File: src/design/sle_pkg.sv
`timescale 1ns / 1ps
`default_nettype none
// ----------------------------------------------------------------------------
// sle_pkg
// Types and codes shared by the sorted list engine and its cells.
// ----------------------------------------------------------------------------
package sle_pkg;

  typedef enum logic [2:0] {
    ACT_INSERT = 3'd0,
    ACT_DELETE = 3'd1,
    ACT_FIND   = 3'd2,
    ACT_READ   = 3'd3,
    ACT_CLEAR  = 3'd4
  } action_e;

  typedef enum logic [1:0] {
    STS_DONE   = 2'd0,
    STS_ABSENT = 2'd1,
    STS_FULL   = 2'd2
  } status_e;

  typedef enum logic [1:0] {
    ST_IDLE,
    ST_CMP,
    ST_EXE
  } state_e;

  typedef struct packed {
    logic [2:0]         action;
    logic signed [31:0] value;
    logic [3:0]         index;
  } in_word_t;

  typedef struct packed {
    logic [1:0]         status;
    logic [3:0]         position;
    logic [4:0]         entry_count;
    logic signed [31:0] read_value;
  } out_word_t;

  typedef struct packed {
    logic busy;
    logic load;
    logic cmp;
    logic exe;
  } ctrl_t;

  typedef struct packed {
    logic cmp;
    logic ins;
    logic del;
  } cell_ctl_t;

endpackage
`default_nettype wire

File: src/design/sorted_list_engine.sv
`timescale 1ns / 1ps
`default_nettype none
// ----------------------------------------------------------------------------
// sorted_list_engine
// Ascending list of signed words held in a chain of cells.
// The result strobe rises after the compare and execute states that follow the load.
// One word at a time (load, cell compare, shift/execute); start is taken only in idle.
// busy is high for the compare and execute cycles; results cannot be stalled.
// Synchronous active-low reset empties the list; cell contents are not cleared.
// ----------------------------------------------------------------------------
module sorted_list_engine import sle_pkg::*; #(
  parameter int DEPTH = 16
) (
  input  wire logic      clk,
  input  wire logic      rst_n,
  input  wire logic      start,
  input  wire in_word_t  in_word,
  output logic           busy,
  output logic           out_valid,
  output out_word_t      out_word
);

  localparam int CW   = $clog2(DEPTH + 1);
  localparam int RD_N = (DEPTH < 16) ? DEPTH : 16;

  ctrl_t     ctrl;
  state_e    state_r;
  in_word_t  cmd_r;
  cell_ctl_t cell_ctl;

  logic [CW-1:0]      count_r, count_nxt;
  logic               out_valid_r;
  out_word_t          out_word_r, out_word_nxt;

  logic signed [31:0] cval [DEPTH];
  logic               cgt  [DEPTH];
  logic               ceq  [DEPTH];
  logic               csel [DEPTH];

  logic               match;
  logic [3:0]         match_pos;
  logic               read_hit;
  logic signed [31:0] read_data;
  logic               full;

  sle_ctrl u_ctrl (
    .clk     (clk),
    .rst_n   (rst_n),
    .start   (start),
    .ctrl    (ctrl),
    .state_r (state_r)
  );

  assign busy = ctrl.busy;
  assign full = count_r >= CW'(DEPTH);

  always_ff @(posedge clk) begin
    if (ctrl.load) begin
      cmd_r <= in_word;
    end
  end

  always_comb begin
    match     = 1'b0;
    match_pos = '0;
    for (int i = 0; i < DEPTH; i++) begin
      match = match | ceq[i];
      if (ceq[i] && (i == 0 || !ceq[(i == 0) ? 0 : i - 1])) begin
        match_pos = match_pos | 4'(i);
      end
    end
  end

  always_comb begin
    read_hit  = 1'b0;
    read_data = '0;
    for (int i = 0; i < RD_N; i++) begin
      read_hit  = read_hit | csel[i];
      read_data = read_data | (cval[i] & {32{csel[i]}});
    end
  end

  always_comb begin
    cell_ctl.cmp = ctrl.cmp;
    cell_ctl.ins = ctrl.exe && (cmd_r.action == ACT_INSERT) && !full;
    cell_ctl.del = ctrl.exe && (cmd_r.action == ACT_DELETE) && match;
  end

  for (genvar g = 0; g < DEPTH; g++) begin : g_cell
    sle_cell #(
      .IDX (g),
      .CW  (CW)
    ) u_cell (
      .clk       (clk),
      .rst_n     (rst_n),
      .ctl       (cell_ctl),
      .cmd_value (cmd_r.value),
      .cmd_index (cmd_r.index),
      .count     (count_r),
      .left_val  ((g == 0) ? 32'sd0 : cval[(g == 0) ? 0 : g - 1]),
      .left_gt   ((g == 0) ? 1'b0 : cgt[(g == 0) ? 0 : g - 1]),
      .right_val (cval[(g == DEPTH - 1) ? g : g + 1]),
      .val_r     (cval[g]),
      .gt_r      (cgt[g]),
      .eq_r      (ceq[g]),
      .sel_r     (csel[g])
    );
  end

  always_comb begin
    count_nxt    = count_r;
    out_word_nxt = '0;
    unique case (cmd_r.action)
      ACT_INSERT: begin
        if (full) begin
          out_word_nxt.status = STS_FULL;
        end else begin
          count_nxt = count_r + CW'(1);
        end
      end
      ACT_DELETE: begin
        if (match) begin
          count_nxt = count_r - CW'(1);
        end else begin
          out_word_nxt.status = STS_ABSENT;
        end
      end
      ACT_FIND: begin
        if (match) begin
          out_word_nxt.position = match_pos;
        end else begin
          out_word_nxt.status = STS_ABSENT;
        end
      end
      ACT_READ: begin
        if (read_hit) begin
          out_word_nxt.read_value = read_data;
        end else begin
          out_word_nxt.status = STS_ABSENT;
        end
      end
      ACT_CLEAR: count_nxt = '0;
      default:   count_nxt = count_r;
    endcase
    out_word_nxt.entry_count = 5'(32'(count_nxt));
  end

  always_ff @(posedge clk) begin
    if (!rst_n) begin
      count_r     <= '0;
      out_valid_r <= 1'b0;
    end else begin
      out_valid_r <= ctrl.exe;
      if (ctrl.exe) begin
        count_r <= count_nxt;
      end
    end
  end

  always_ff @(posedge clk) begin
    if (ctrl.exe) begin
      out_word_r <= out_word_nxt;
    end
  end

  assign out_valid = out_valid_r;
  assign out_word  = out_word_r;

  a_exe_strobe: assert property (@(posedge clk) disable iff (!rst_n)
    state_r == ST_EXE |=> out_valid)
    else $error("result strobe missing after execute");

  a_count_bound: assert property (@(posedge clk) disable iff (!rst_n)
    count_r <= CW'(DEPTH))
    else $error("entry count above depth");

  a_accept_busy: assert property (@(posedge clk) disable iff (!rst_n)
    start && !busy |=> busy && !out_valid)
    else $error("accepted word did not raise busy");

  a_full_count: assert property (@(posedge clk) disable iff (!rst_n)
    out_valid && out_word.status == STS_FULL |-> count_r == CW'(DEPTH))
    else $error("full status with room left");

endmodule
`default_nettype wire

File: src/design/sle_cell.sv
`timescale 1ns / 1ps
`default_nettype none
// ----------------------------------------------------------------------------
// sle_cell
// One slot of the sorted chain: holds a value, compares it against the
// broadcast word and shifts toward either neighbor on insert or delete.
// ----------------------------------------------------------------------------
module sle_cell import sle_pkg::*; #(
  parameter int IDX = 0,
  parameter int CW  = 5
) (
  input  wire logic               clk,
  input  wire logic               rst_n,
  input  wire cell_ctl_t          ctl,
  input  wire logic signed [31:0] cmd_value,
  input  wire logic [3:0]         cmd_index,
  input  wire logic [CW-1:0]      count,
  input  wire logic signed [31:0] left_val,
  input  wire logic               left_gt,
  input  wire logic signed [31:0] right_val,
  output logic signed [31:0]      val_r,
  output logic                    gt_r,
  output logic                    eq_r,
  output logic                    sel_r
);

  logic               valid;
  logic               at_count;
  logic               in_range;
  logic               ge_r;
  logic signed [31:0] val_nxt;

  assign valid    = CW'(IDX) < count;
  assign at_count = CW'(IDX) == count;
  assign in_range = CW'(IDX) <= count;

  always_comb begin
    val_nxt = val_r;
    if (ctl.ins && in_range) begin
      if (left_gt) begin
        val_nxt = left_val;
      end else if (gt_r || at_count) begin
        val_nxt = cmd_value;
      end
    end else if (ctl.del && ge_r) begin
      val_nxt = right_val;
    end
  end

  always_ff @(posedge clk) begin
    val_r <= val_nxt;
  end

  always_ff @(posedge clk) begin
    if (!rst_n) begin
      gt_r  <= 1'b0;
      eq_r  <= 1'b0;
      ge_r  <= 1'b0;
      sel_r <= 1'b0;
    end else if (ctl.cmp) begin
      gt_r  <= valid && (val_r > cmd_value);
      eq_r  <= valid && (val_r == cmd_value);
      ge_r  <= valid && (val_r >= cmd_value);
      sel_r <= valid && ({28'd0, cmd_index} == 32'(IDX));
    end
  end

endmodule
`default_nettype wire

File: src/design/sle_ctrl.sv
`timescale 1ns / 1ps
`default_nettype none
// ----------------------------------------------------------------------------
// sle_ctrl
// Sequencer: load the command word, compare in every cell, then execute.
// ----------------------------------------------------------------------------
module sle_ctrl import sle_pkg::*; (
  input  wire logic clk,
  input  wire logic rst_n,
  input  wire logic start,
  output ctrl_t     ctrl,
  output state_e    state_r
);

  state_e state_nxt;

  always_comb begin
    state_nxt = state_r;
    unique case (state_r)
      ST_IDLE: if (start) state_nxt = ST_CMP;
      ST_CMP:  state_nxt = ST_EXE;
      ST_EXE:  state_nxt = ST_IDLE;
      default: state_nxt = ST_IDLE;
    endcase
  end

  always_comb begin
    ctrl = '0;
    unique case (state_r)
      ST_IDLE: ctrl.load = start;
      ST_CMP: begin
        ctrl.busy = 1'b1;
        ctrl.cmp  = 1'b1;
      end
      ST_EXE: begin
        ctrl.busy = 1'b1;
        ctrl.exe  = 1'b1;
      end
      default: ctrl = '0;
    endcase
  end

  always_ff @(posedge clk) begin
    if (!rst_n) begin
      state_r <= ST_IDLE;
    end else begin
      state_r <= state_nxt;
    end
  end

endmodule
`default_nettype wire
File: config.mk
export PLATFORM = sky130hd
export DESIGN_NAME = sorted_list_engine
export DESIGN_NICKNAME = d
export VERILOG_FILES = /design/src/design/sle_pkg.sv /design/src/design/sorted_list_engine.sv /design/src/design/sle_cell.sv /design/src/design/sle_ctrl.sv
export SDC_FILE = /design/constraint.sdc
export NUM_CORES = 2
export LEC_CHECK = 0
export BUFFER_PORTS_ARGS = -buffer_cell sky130_fd_sc_hd__clkbuf_2
export CORE_ASPECT_RATIO = 1.2
export CORE_MARGIN = 1
export CORE_UTILIZATION = 45
export CTS_BUF_LIST = sky130_fd_sc_hd__clkbuf_16
export CTS_CLUSTER_SIZE = 16
export DETAILED_ROUTE_END_ITERATION = 16
export GPL_TIMING_DRIVEN = 0
export PLACE_DENSITY = 0.66
export SYNTH_ARGS = -nofsm -noshare
export SYNTH_HDL_FRONTEND = slang
export SYNTH_HIERARCHICAL = 1
export SYNTH_SLANG_ARGS = --single-unit
export TNS_END_PERCENT = 100
File: constraint.sdc
create_clock -name clk -period 9.9 [get_ports clk]
set_input_delay 1.98 -clock clk [delete_from_list [all_inputs] [get_ports clk]]
set_output_delay 1.98 -clock clk [all_outputs]
set_load 0.02 [all_outputs]
Word level (Yosys, flattened, before mapping)
Cells that the tools add are included.
Widths: inputs -> output; s select.
{"block": "totals", "in_bits": 42, "ff_bits": 665, "elab_cells": 558}
{"block": "op_classes", "add_sub_neg": 2, "n_bitwise": 61, "n_mux": 89, "n_lt_le_gt_ge": 64, "eq_ne": 68, "reduce_logical": 185}
{"cell": "$mux 32", "n": 61}
{"cell": "$and 32x32->32", "n": 16}
{"cell": "$eq 32x32->1", "n": 16}
{"cell": "$gt 32x32->1", "n": 16}
{"cell": "$ge 32x32->1", "n": 15}
{"cell": "$or 32x32->32", "n": 15}
{"cell": "$logic_and 1x1->1", "n": 113}
{"cell": "$ne 3x3->1 const B", "n": 14}
{"cell": "$eq 4x5->1 const A", "n": 8}
{"cell": "$le 4x5->1 const A", "n": 8}
{"cell": "$lt 4x5->1 const A", "n": 8}
{"cell": "$reduce_and 2->1", "n": 18}
{"cell": "$eq 4x4->1 const B", "n": 8}
{"cell": "$mux 4", "n": 8}
{"cell": "$reduce_bool 2->1", "n": 16}
{"cell": "$or 1x1->1", "n": 30}
{"cell": "$eq 3x5->1 const A", "n": 4}
{"cell": "$le 3x5->1 const A", "n": 4}
{"cell": "$lt 3x5->1 const A", "n": 4}
{"cell": "$eq 4x3->1 const B", "n": 4}
{"cell": "$logic_not 1->1", "n": 16}
{"cell": "$logic_or 1x1->1", "n": 16}
{"cell": "$pmux 5 s3", "n": 1}
{"cell": "$mux 3", "n": 4}
{"cell": "other kinds (27)", "n": 46}

Logic depth before layout (Yosys ltp)
{"block": "logic_depth", "word_depth": 19, "depth_mapped": 9}

Modules after synthesis
Netlist, hierarchy kept.
{"mod": "sorted_list_engine", "seq_area_each_um2": 2582.5, "cells_per_inst": 600, "area_per_inst_um2": 6154.7, "instances": 1}
{"mod": "sle_cell (g_cell[11].u_cell ...)", "seq_area_each_um2": 1041.0, "cells_per_inst": 283, "area_per_inst_um2": 2678.8, "instances": 2}
{"mod": "sle_cell (g_cell[8].u_cell)", "seq_area_each_um2": 1041.0, "cells_per_inst": 287, "area_per_inst_um2": 2735.1, "instances": 1}
{"mod": "sle_cell (g_cell[9].u_cell)", "seq_area_each_um2": 1041.0, "cells_per_inst": 284, "area_per_inst_um2": 2703.8, "instances": 1}
{"mod": "sle_cell (g_cell[3].u_cell)", "seq_area_each_um2": 1041.0, "cells_per_inst": 282, "area_per_inst_um2": 2695.1, "instances": 1}
{"mod": "sle_cell (g_cell[10].u_cell)", "seq_area_each_um2": 1041.0, "cells_per_inst": 286, "area_per_inst_um2": 2690.1, "instances": 1}
{"mod": "sle_cell (g_cell[5].u_cell)", "seq_area_each_um2": 1041.0, "cells_per_inst": 286, "area_per_inst_um2": 2688.8, "instances": 1}
{"mod": "sle_cell (g_cell[7].u_cell)", "seq_area_each_um2": 1041.0, "cells_per_inst": 283, "area_per_inst_um2": 2685.1, "instances": 1}
{"mod": "sle_cell (g_cell[1].u_cell)", "seq_area_each_um2": 1041.0, "cells_per_inst": 281, "area_per_inst_um2": 2673.8, "instances": 1}
{"mod": "sle_cell (g_cell[6].u_cell)", "seq_area_each_um2": 1041.0, "cells_per_inst": 283, "area_per_inst_um2": 2673.8, "instances": 1}
{"mod": "sle_cell (g_cell[12].u_cell)", "seq_area_each_um2": 1041.0, "cells_per_inst": 284, "area_per_inst_um2": 2670.1, "instances": 1}
{"mod": "sle_cell (g_cell[14].u_cell)", "seq_area_each_um2": 1041.0, "cells_per_inst": 286, "area_per_inst_um2": 2662.6, "instances": 1}
{"mod": "sle_cell (g_cell[4].u_cell)", "seq_area_each_um2": 1041.0, "cells_per_inst": 282, "area_per_inst_um2": 2660.1, "instances": 1}
{"mod": "sle_cell (g_cell[2].u_cell)", "seq_area_each_um2": 1041.0, "cells_per_inst": 283, "area_per_inst_um2": 2655.0, "instances": 1}
{"mod": "3 more rows"}

Least setup slack after synthesis
OpenSTA, ideal clock, no wires.
{"block": "synth_timing", "path_type": "register to register", "from": "register u_ctrl.state_r[0]", "to": "register g_cell[8].u_cell.val_r[0], enable pin", "required_time_ns": 9.434, "path_slack_ns": 4.560, "path_buffers": 1, "setup_ns": 0.466, "stages_incl_launch_ff": 7, "arrival_ns": 4.874, "path_cell_list": "dfxtp_1 inv_1 ha_1 and2_1 o21ai_0 clkbuf_1 o21ai_0"}
{"item": "start, declared", "line_no": "sle_ctrl.sv:12", "rtl": "output state_e state_r"}
{"item": "start signal, assigned", "line_no": "sle_ctrl.sv:47", "rtl": "state_r <= state_nxt;"}
{"item": "end signal, assigned", "line_no": "sle_cell.sv:51", "rtl": "val_r <= val_nxt;"}
{"item": "end, declared", "line_no": "sle_cell.sv:21", "rtl": "output logic signed [31:0] val_r,"}

Worst setup path after layout
{"block": "layout_timing", "from": "register cmd_r[31] (netlist name)", "to": "register g_cell[10].u_cell.gt_r"}
{"block": "layout_via", "elab_chain_cells": 2}
{"item": "start, declared", "line_no": "sorted_list_engine.sv:28", "rtl": "in_word_t cmd_r;"}
{"item": "start signal, assigned", "line_no": "sorted_list_engine.sv:59", "rtl": "cmd_r <= in_word;"}
{"item": "$gt 32x32->1", "line_no": "sle_cell.sv:61", "rtl": "gt_r <= valid && (val_r > cmd_value);"}
{"item": "$logic_and 1x1->1", "line_no": "sle_cell.sv:61"}
{"item": "end signal, assigned", "line_no": "sle_cell.sv:61"}
{"item": "end, declared", "line_no": "sle_cell.sv:22", "rtl": "output logic gt_r,"}
Every way passes these cells.
A chain may end at the register's enable or synchronous reset.

==> results.sh <==
export IMPL_maximum_level_of_the_cts_h_tree=3
export IMPL_post_cts_buffers=0
export IMPL_synth_top_area_share_pct=36.3
export IMPL_drcViolationCount=0
export IMPL_worst_path_dominant_cell_family="simple AND/OR/NAND/NOR gates"
export IMPL_share_of_layout_cells_above_drive_strength_1_pct=8.28
export IMPL_crit_reg2reg_capture="g_cell[10].u_cell/gt_r"
export IMPL_library_cell_with_the_largest_summed_area_after_synthesis="sky130_fd_sc_hd__edfxtp_1"
export IMPL_pin_count_of_the_biggest_net_entering_global_routing=92
export IMPL_number_of_global_route_vias_before_repair=41500
export IMPL_hold_fix_buffers_cts=0
export IMPL_report_final_slew_viol_count=3
export IMPL_total_leakage_power_uw=0.0221
export IMPL_finish_instance_area_sq_mm=0.0550
export IMPL_synth_area_mux_share_pct=10.5
export IMPL_num_nets_final=5938
export IMPL_r2r_setup_slack_ns=5.62
export IMPL_start_util_pct=45.4
export IMPL_finClkSkew_ns=0.0247
export IMPL_grtUsageTotal_pct=35.9
export IMPL_num_io_pins=87
export IMPL_timing_critical_path_fanout_max=32
export IMPL_number_of_enable_type_register_cells_in_the_synthesized_netlist=594
export IMPL_final_fill_count=10000
export IMPL_clkTransAtPathRegs_ns=0.06
export IMPL_worstSetupStartpointType="flip-flop"
export IMPL_latest_clock_arrival_within_the_worst_skew_pair_ns=0.71
export IMPL_antenna_left=0
export IMPL_synth_area_sq_mm=0.0492
export IMPL_min_delay_path_depth=2
export IMPL_tritoncts="yes"
export IMPL_final_core_util_pct=50.9
export IMPL_tightest_slew_margin_relative_to_the_limit_pct=-1.53
export IMPL_cts_repair_resizes=0
export IMPL_max_clock_path_buffers=3
export IMPL_placed_cell_area_sq_mm=0.0521
export IMPL_wl_per_cell_um=29.8
export IMPL_synth_top_family_by_area="compound AO/OA/AOI/OAI gates"
export IMPL_gpl_final_weighted_congestion=1.01
export IMPL_period_needed_ns=4.28
export IMPL_worstReg2RegStart="cmd_r[31]"
export IMPL_largest_voltage_drop_on_the_vdd_net_mv=0.122
export IMPL_tns_ns=0
export IMPL_hold_worst_slack_ns=0.477
export IMPL_cp_buffers_inverters=1
export IMPL_clock_fmax_ghz=0.234
export IMPL_cellPowerDensity_mw_per_mm2=138
export IMPL_yosysWarnings=6
export IMPL_layout_worst_path_cycle_share_pct=43.2
export IMPL_synth_adder_area_share_pct=13.2
export IMPL_cts_buffers=81
export IMPL_post_synth_inst_count=5151
export IMPL_io_buffer_count=86
export IMPL_routed_via_density=6.41
export IMPL_synth_flop_cell="sky130_fd_sc_hd__edfxtp_1"
export IMPL_report_final_setup_viol=0
export IMPL_worst_slew_pin_transition_ns=1.51
export IMPL_ys_async_sr_fraction_pct=0
export IMPL_die_w_um=304
export IMPL_detailedRoute_firstPassIterationCount=8
export IMPL_compound_gate_portion_of_the_synthesized_area_pct=18.0
export IMPL_clk_root_buffer_cell="sky130_fd_sc_hd__clkbuf_16"
export IMPL_grt_first_pass_wirelength_mm=285
export IMPL_crit_path_max_incr_delay_ns=1.26
export IMPL_synth_area_per_cell_sq_um=9.54
export IMPL_detailedPlacementHpwl_mm=164
export IMPL_die_h_um=364
export IMPL_clock_sinks=666
export IMPL_synth_yosys_seq_area_share_pct=39.2
export IMPL_timing_setup_critical_path_class="reg2reg"
export IMPL_timing_final_hold_violations=0
export IMPL_endpoint_kind="flip-flop"
export IMPL_min_delay_worst_endpoint="g_cell[15].u_cell/gt_r"
export IMPL_cpMostUsedCell="sky130_fd_sc_hd__nand3_1"
export IMPL_area_growth_synth_to_final_pct=11.9
export IMPL_rows=132
export IMPL_die_area_sq_mm=0.111
export IMPL_synth_cell_types=103
export IMPL_routed_via_count=43900
export IMPL_antenna_found_initial=5
export IMPL_r2r_cells=8
export IMPL_post_synth_top_count_cell="sky130_fd_sc_hd__nand2_1"
export IMPL_cp_data_required_time_ns=10.48
export IMPL_totalWireLength_mm=204
export IMPL_core_area_sq_mm=0.108
export IMPL_crit_chain="inv_1 -> ha_1 -> nand4_1 -> nor4_1 -> nand3_1 -> nand3_1 -> o41ai_1 -> o21bai_1"
export IMPL_slowest_stage="sky130_fd_sc_hd__edfxtp_1"
export IMPL_synthXorXnorAreaFrac_pct=0.0178
export IMPL_worst_setup_slack_after_placement_ns=5.68
export IMPL_synth_area_top_cells="sky130_fd_sc_hd__edfxtp_1 36%, sky130_fd_sc_hd__ha_1 13%, sky130_fd_sc_hd__mux2i_1 11%"
export IMPL_diodes=0
export IMPL_synthSimpleGateAreaFrac_pct=12.6
export IMPL_hold_class="reg2reg"
export IMPL_ys_ff_latch=666
export IMPL_cp_arrival_ns=4.86
export IMPL_failed_checks="capacitance limit, slew limit"
export IMPL_timing_max_cap_violations=2
export IMPL_setup_ws_ns=5.62
export IMPL_rsz0062_at_grt="false"
export IMPL_synth_top_cells_by_count="666 x sky130_fd_sc_hd__nand2_1, 594 x sky130_fd_sc_hd__edfxtp_1, 551 x sky130_fd_sc_hd__inv_1"
export IMPL_status="complete, but fails checks"
export IMPL_1st_iter_drt_viols=6041
export IMPL_gr_total_overflow=0
export IMPL_hold_path_startpoint="g_cell[15].u_cell/gt_r"
worst max path at each step:
| stage | start | to | cells after the start |
|---|---|---|---|
| floorplan | u_ctrl/state_r[0] | g_cell[8].u_cell/val_r[0] | 6 |
| global placement | u_ctrl/state_r[0] | g_cell[8].u_cell/val_r[6] | 6 |
| detailed placement | cmd_r[35] | g_cell[14].u_cell/gt_r | 8 |
| CTS | cmd_r[35] | g_cell[14].u_cell/gt_r | 8 |
| global route | count_r[4] | g_cell[0].u_cell/val_r[6] | 7 |
| finish | cmd_r[31] | g_cell[10].u_cell/gt_r | 8 |
where the power goes:
part / switching (uW) / total (uW) / leakage (uW) / internal, uW
clock network: 1300 / 3090 / 0.00138 / 1790
registers: 209 / 3290 / 0.00597 / 3080
logic: 725 / 1230 / 0.0148 / 507
total: 2230 / 7610 / 0.0221 / 5380
tightest hold or removal path, cell delays in order, from the launching register on:
cell	delay [ns]
sky130_fd_sc_hd__dfxtp_1	0.31
sky130_fd_sc_hd__nand2_1	0.05
sky130_fd_sc_hd__o22ai_1	0.06
routing by layer:
layer	track usage, %	vias to the layer above	part of all wire [%]
met2	59.2	2449	46
met3	5.83	492	8.9
li1	-	19500	-
met1	44.3	21500	39
met4	21.3	6	6.2
met5	0	-	0.023
layout make-up:
| type | count | area [sq um] | share of cell area (%) |
|---|---|---|---|
| inverter | 551 | 2070 | 3.76 |
| buffer | 246 | 1120 | 2.03 |
| sequential | 666 | 19300 | 35.0 |
| timing repair buffer | 112 | 1150 | 2.09 |
| clock inverter | 63 | 510 | 0.928 |
| tap | 1407 | 1760 | 3.20 |
| clock buffer | 86 | 2150 | 3.91 |
| multi-input combinational | 3720 | 27000 | 49.0 |
kinds of logic (layout without fill, tap and decap cells):
| logic type | count (synthesis) | count (layout) |
|---|---|---|
| XOR/XNOR | 1 | 1 |
| buffers and inverters | 797 | 1058 |
| other | 1 | 33 |
| multiplexers | 517 | 517 |
| flip-flops | 666 | 666 |
| AND/OR/NAND/NOR | 1251 | 1251 |
| AO/OA/AOI/OAI | 1400 | 1400 |
| adder cells (fa/ha/maj) | 518 | 518 |
metrics by stage:
step                      cells  total power, uW
after floorplan            5183             4090
after global placement     6676             4470
after detailed placement   6694             4520
after CTS                  6843             7590
after global routing       6851             7880
final                      6851             7610
cell usage in the layout (no fill, tap or decap), types with 100 or more instances in the layout:
master                     Yosys  layout
sky130_fd_sc_hd__o21ai_0     467     455
sky130_fd_sc_hd__o21ai_1     137     135
sky130_fd_sc_hd__nor2_1      101     101
sky130_fd_sc_hd__inv_1       551     572
sky130_fd_sc_hd__a21oi_1     265     265
sky130_fd_sc_hd__ha_1        518     517
sky130_fd_sc_hd__nand4_1     110     110
sky130_fd_sc_hd__buf_2       105     105
sky130_fd_sc_hd__a221oi_1    100     100
sky130_fd_sc_hd__mux2i_1     517     517
sky130_fd_sc_hd__nand2_1     666     666
sky130_fd_sc_hd__clkbuf_1    124     124
sky130_fd_sc_hd__edfxtp_1    594     594
registers in the layout (all words and copies together) (netlist names):
signal	flops
g_cell.u_cell/val_r	512
g_cell.u_cell/sel_r	16
out_word	43
cmd_r	39
g_cell.u_cell/gt_r	16
count_r	5
out_valid	1
u_ctrl/state_r	2
g_cell.u_cell/ge_r	16
g_cell.u_cell/eq_r	16
Power figures use the tool's default switching activity.
